**src/hdl/rse_pkg.sv**
```systemverilog
// Shared types, constants and codes for the rANS symbol encoder.
package rse_pkg;

    localparam int SCALE_BITS_DEF   = 14;
    localparam int SYMBOL_COUNT_DEF = 256;

    localparam logic [63:0] LOWER_BOUND = 64'h0000_0000_8000_0000;

    localparam logic [1:0] MODE_LOAD   = 2'd0;
    localparam logic [1:0] MODE_ENCODE = 2'd1;
    localparam logic [1:0] MODE_FLUSH  = 2'd2;
    localparam logic [1:0] MODE_NONE   = 2'd3;

    localparam logic [1:0] OSEL_ZERO = 2'd0;
    localparam logic [1:0] OSEL_LOW  = 2'd1;
    localparam logic [1:0] OSEL_HIGH = 2'd2;

    typedef struct packed {
        logic [1:0]  mode;
        logic [7:0]  symbol;
        logic [14:0] start_value;
        logic [14:0] freq_value;
    } in_item_t;

    typedef struct packed {
        logic [31:0] code_word;
        logic        last;
        logic        bad_symbol;
    } out_item_t;

    typedef struct packed {
        logic       load_we;
        logic       capture;
        logic       div_start;
        logic       div_shift;
        logic       div_step;
        logic       commit;
        logic       flush_reset;
        logic       push;
        logic [1:0] out_sel;
        logic       last;
        logic       bad;
    } cmd_t;

    typedef struct packed {
        logic table_ok;
        logic renorm;
        logic div_last;
        logic out_free;
    } status_t;

endpackage

```
**src/hdl/rse_ctrl.sv**
```systemverilog
// Sequencer for the rANS encoder: decodes items and steps the datapath.
module rse_ctrl
(
    input  logic              clk,
    input  logic              rst_n,
    input  logic              in_valid,
    output logic              in_stall,
    input  logic [1:0]        mode,
    input  rse_pkg::status_t  status,
    output rse_pkg::cmd_t     cmd
);

    localparam logic [2:0] ST_IDLE   = 3'd0;
    localparam logic [2:0] ST_LOOK   = 3'd1;
    localparam logic [2:0] ST_BAD    = 3'd2;
    localparam logic [2:0] ST_RENORM = 3'd3;
    localparam logic [2:0] ST_DIV    = 3'd4;
    localparam logic [2:0] ST_COMMIT = 3'd5;
    localparam logic [2:0] ST_FLO    = 3'd6;
    localparam logic [2:0] ST_FHI    = 3'd7;

    logic [2:0] state_reg;
    logic [2:0] state_next;
    logic       accept;

    assign in_stall = (state_reg != ST_IDLE);
    assign accept   = in_valid && !in_stall;

    always_ff @(posedge clk or negedge rst_n)
    begin
        if (!rst_n)
        begin
            state_reg <= ST_IDLE;
        end
        else
        begin
            state_reg <= state_next;
        end
    end

    always_comb
    begin
        state_next = state_reg;
        cmd        = '0;
        case (state_reg)
            ST_IDLE:
            begin
                if (accept)
                begin
                    case (mode)
                        rse_pkg::MODE_LOAD:
                        begin
                            cmd.load_we = 1'b1;
                        end
                        rse_pkg::MODE_ENCODE:
                        begin
                            cmd.capture = 1'b1;
                            state_next  = ST_LOOK;
                        end
                        rse_pkg::MODE_FLUSH:
                        begin
                            state_next = ST_FLO;
                        end
                        default:
                        begin
                            state_next = ST_IDLE;
                        end
                    endcase
                end
            end
            ST_LOOK:
            begin
                if (!status.table_ok)
                begin
                    state_next = ST_BAD;
                end
                else if (status.renorm)
                begin
                    state_next = ST_RENORM;
                end
                else
                begin
                    cmd.div_start = 1'b1;
                    state_next    = ST_DIV;
                end
            end
            ST_BAD:
            begin
                if (status.out_free)
                begin
                    cmd.push    = 1'b1;
                    cmd.out_sel = rse_pkg::OSEL_ZERO;
                    cmd.last    = 1'b1;
                    cmd.bad     = 1'b1;
                    state_next  = ST_IDLE;
                end
            end
            ST_RENORM:
            begin
                if (status.out_free)
                begin
                    cmd.push      = 1'b1;
                    cmd.out_sel   = rse_pkg::OSEL_LOW;
                    cmd.last      = 1'b1;
                    cmd.div_start = 1'b1;
                    cmd.div_shift = 1'b1;
                    state_next    = ST_DIV;
                end
            end
            ST_DIV:
            begin
                cmd.div_step = 1'b1;
                if (status.div_last)
                begin
                    state_next = ST_COMMIT;
                end
            end
            ST_COMMIT:
            begin
                cmd.commit = 1'b1;
                state_next = ST_IDLE;
            end
            ST_FLO:
            begin
                if (status.out_free)
                begin
                    cmd.push    = 1'b1;
                    cmd.out_sel = rse_pkg::OSEL_LOW;
                    state_next  = ST_FHI;
                end
            end
            ST_FHI:
            begin
                if (status.out_free)
                begin
                    cmd.push        = 1'b1;
                    cmd.out_sel     = rse_pkg::OSEL_HIGH;
                    cmd.last        = 1'b1;
                    cmd.flush_reset = 1'b1;
                    state_next      = ST_IDLE;
                end
            end
            default:
            begin
                state_next = ST_IDLE;
            end
        endcase
    end

endmodule

```
**config.mk**
```make
export PLATFORM = sky130hd
export DESIGN_NAME = rse_ctrl
export DESIGN_NICKNAME = d
export VERILOG_FILES = /design/src/hdl/rse_pkg.sv /design/src/hdl/rse_ctrl.sv
export SDC_FILE = /design/constraint.sdc
export NUM_CORES = 1
export LEC_CHECK = 0
export BUFFER_PORTS_ARGS = -buffer_cell sky130_fd_sc_hd__buf_4
export CORE_AREA = 2 2 39 41
export CTS_CLUSTER_DIAMETER = 150
export DETAILED_ROUTE_END_ITERATION = 6
export DIE_AREA = 0 0 41 43
export HOLD_SLACK_MARGIN = 0.06
export PLACE_DENSITY = 0.65
export RECOVER_POWER = 100
export SYNTH_ARGS = -nofsm -noshare
export SYNTH_HDL_FRONTEND = slang
export SYNTH_SLANG_ARGS = --single-unit
```
**constraint.sdc**
```tcl
create_clock -name clk -period 3.5 [get_ports clk]
set_clock_uncertainty 0.15 [all_clocks]
set_input_delay 0.35 -clock clk [delete_from_list [all_inputs] [get_ports clk]]
set_output_delay 0.35 -clock clk [all_outputs]
set_load 0.1 [all_outputs]
```
== Word-level counts from Yosys, hierarchy flattened ==
Index checks and enable logic that the tools add are counted.

* $add $sub $neg: 0
* Multiply operators: 0
* Div/mod/pow operators: 0
* Order comparisons: 0
* Equal/unequal tests: 15
* Shifts and indexed selects: 0
* Muxes and demuxes: 28
* Bitwise gates (word level): 0
* Reductions and logical operators: 7

{| class="wikitable"
|+ Operators by type and width
! kind !! count
|-
| two-way mux 3 bit || 8
|-
| one-hot mux 3 bit (7 select lines) || 1
|-
| == test 3 bit, second input constant || 4
|-
| one-hot mux 3 bit (4 select lines) || 1
|-
| two-way mux 5 bit || 2
|-
| inequality test 2 bit, second input constant || 5
|-
| two-way mux 1 bit || 9
|-
| one-hot mux 3 bit (3 select lines) || 1
|-
| == test 3 x 2 -> 1 bit, second input constant || 2
|-
| two-way mux 2 bit || 3
|-
| AND reduction 6 bit || 1
|-
| two-way mux 4 bit || 1
|-
| == test 3 x 1 -> 1 bit, second input constant || 1
|-
| zero test 3 bit || 1
|-
| one-hot mux 1 bit (3 select lines) || 1
|-
| nonzero test 3 bit || 1
|-
| == test 2 x 1 -> 1 bit, second input constant || 1
|-
| == test 2 bit, second input constant || 1
|-
| zero test 2 bit || 1
|-
| inequality test 2 x 1 -> 1 bit, second input constant || 1
|-
| one-hot mux 1 bit (2 select lines) || 1
|-
| OR reduction 2 bit || 1
|-
| logical AND 1 bit || 1
|-
| zero test 1 bit || 1
|}

* Register bits: 3
* Latch bits: 0
* RAM bits: 0
* Memory bits (read-only): 0
* Bits of input ports: 9
* Output and inout bits: 13
* Word-level logic and storage cells: 51
* Memories kept: 0

== Depth between registers and ports, before layout ==
* Word-level depth: 5
* Mapped depth: 5
* Mapped depth without buffers: 3

== Least setup slack after synthesis ==
OpenSTA, ideal clock, no wires.

* Kind: flip-flop to output port
* From: reg state_reg[0]
* To: out cmd[11] (netlist bit)
* Data arrival time: 2923 ps
* Data required time: 3000 ps
* Path slack: 77 ps
* Stages on the path, launching flop included: 5
* Cell sequence: dfrtp_1 > buf_6 > nor3_1 > nand2_1 > nor3_1

{| class="wikitable"
|+ RTL lines
! element !! line !! text
|-
| start: declaration || rse_ctrl.sv:22 || <nowiki>logic [2:0] state_reg;</nowiki>
|-
| start signal: assignment || rse_ctrl.sv:37 || <nowiki>state_reg <= state_next;</nowiki>
|-
| end: declaration || rse_ctrl.sv:10 || <nowiki>output rse_pkg::cmd_t cmd</nowiki>
|}

==> metrics.txt <==
status=finished, final reports clean; layout net count=79; initial DRC count=9; routed vias=406; via density per instance=4.78; drt first pass iters=4; FF+latch count, synth=3; final WL=844 um; share of layout cells above drive strength 1=0.203; HP Class=in2reg; clk_lat worst skew=240 ps; Synth cell types=25; gpl congestion=0.808; Tightest Pin Transition=1180 ps; area grow syn2layout=34.3%; DRC Markers=0; Min Clock Period, post-route=2800 ps; Worst Path Required=3000 ps; final setup TNS=0 ps; post-CTS sizing=0; die area=1760 sq um; Initial Util=0.259; # setup viols final=0; Reg clk slew, reported paths=40 ps; I/O Pins=22; ant diodes=0; setup ws final=702 ps; floorplan core area=1380 sq um; Fmax=357 MHz; Final Max Slew Viols=0; die height=43 um; period utilization=0.799; total gr overflow=0; mapped cell area=358 sq um; Mapped Nets=56; Post-DRT Antenna Nets=0; wire per inst=9.93 um; Finished Cell Area=480 sq um; Arrival @ worst endpoint=2300 ps; Std-Cell Rows=14; htree depth=1; Critical Path End Type=primary output; CTS tree=yes; initial antenna violation count=0; port bufs=21; Post-DP HPWL=658 um; dpl ws=1490 ps; CTS Root Cell=clkbuf_4; total clock sinks=3; register area share after synthesis=0.210; clk buf depth=2; die width=41 um; vias in the first global route=339; CTS Buf Count=3; Avg Cell Area, Syn=7.61 sq um; crit-path max FO=13; max reg flops=3; largest net degree at the start of global routing=14; Yosys Warn Count=0; total track usage=0.119; relative slew slack=0.219; Placed Area=500 sq um; Final Hold Fails=0; first-pass GRT wire length=1.37 mm; WS Path Type=reg2out; Max-Cap Viols=0; Synth Instances=47; Critical Path Source Type=flip-flop; RSZ-0062 raised after global routing=no
==> cells by family after synthesis <==
group                  share of synthesized area
and+or+nand+nor                            0.458
DFF                                        0.210
buffers and inverters                      0.147
AOI/OAI and AO/OA                          0.185
==> worst paths after layout <==
kind                              start           end  slack, ps  cells past startpoint
setup / recovery           state_reg[2]       cmd[11]        700                      4
hold / removal                 in_valid  state_reg[1]        270                      3
setup reg to reg           state_reg[2]  state_reg[2]       1980                      3
hold reg to reg            state_reg[2]  state_reg[2]        560                      1
max in group asynchronous         rst_n  state_reg[0]       2760                      2
min in group asynchronous         rst_n  state_reg[1]        290                      2
==> cells in the mapped netlist <==
library cell,count,area share
nor2_1,3,0.031
dfrtp_1,3,0.21
and2b_1,1,0.021
and3_1,1,0.017
nor3b_2,1,0.035
nand2b_1,2,0.035
o31ai_1,1,0.021
inv_4,1,0.017
buf_6,2,0.063
o21ai_0,4,0.056
nor2b_1,3,0.052
nand3_1,1,0.014
o21ai_1,1,0.014
inv_1,3,0.031
and4bb_2,1,0.035
buf_4,1,0.021
a21oi_1,2,0.028
o41ai_2,1,0.045
a21o_1,1,0.021
nand2_1,3,0.031
nor3b_1,4,0.084
or4_1,1,0.021
clkbuf_2,1,0.014
nand4b_1,1,0.024
nor3_1,4,0.056
==> layout make-up <==
cell class,instances,area (sq um)
clock buffer,4,26.3
fill,175,903
inverter,4,17.5
multi-input combinational,36,223
sequential,3,75.1
tap,16,20.0
timing repair buffer,22,119
==> timing repair <==
action,4_1_cts,5_1_grt
setup buffers,0,0
endpoints found under the hold margin,3,0
hold buffers,1,0
==> per-layer routing <==
layer | vias to the layer above | wire length [um] | track usage
li1 | 210 | - | -
met1 | 175 | 394 | 0.148
met2 | 19 | 361 | 0.159
met3 | 2 | 74 | 0.0471
met4 | 0 | 14 | 0.0800
met5 | - | 0 | 0
==> critical path, cell delays in order, from the launching register on <==
cell and delay, ps:
dfrtp_1 480, nor3_1 420, nand2_1 140, nor3_1 150
clkbuf_1 880
==> through the flow <==
| step | utilization | hold slack, ps | std cells |
|---|---|---|---|
| floorplan | - | -95.6 | 47 |
| global placement | 0.362 | -8.95 | 80 |
| detailed placement | 0.362 | -8.52 | 80 |
| CTS | 0.388 | 264 | 85 |
| global route | 0.347 | 291 | 85 |
| finish | 0.347 | 271 | 85 |
==> cells in the final DEF (no fill, tap or decap), drive strengths merged <==
cell	Yosys	final
o31ai	1	1
nand2	3	3
dlygate4sd3	0	1
nand3	1	1
nor3	4	4
nand4b	1	1
or4	1	1
inv	4	4
and2b	1	1
nor2b	3	3
o21ai	5	5
and3	1	1
clkbuf	1	17
buf	3	8
nand2b	2	2
nor2	3	3
a21o	1	1
a21oi	2	2
dfrtp	3	3
and4bb	1	1
nor3b	5	5
o41ai	1	1
Power is left out: the tool's default activity adds up to more than one toggle a clock period on the data nets, which glitch-free logic cannot reach.
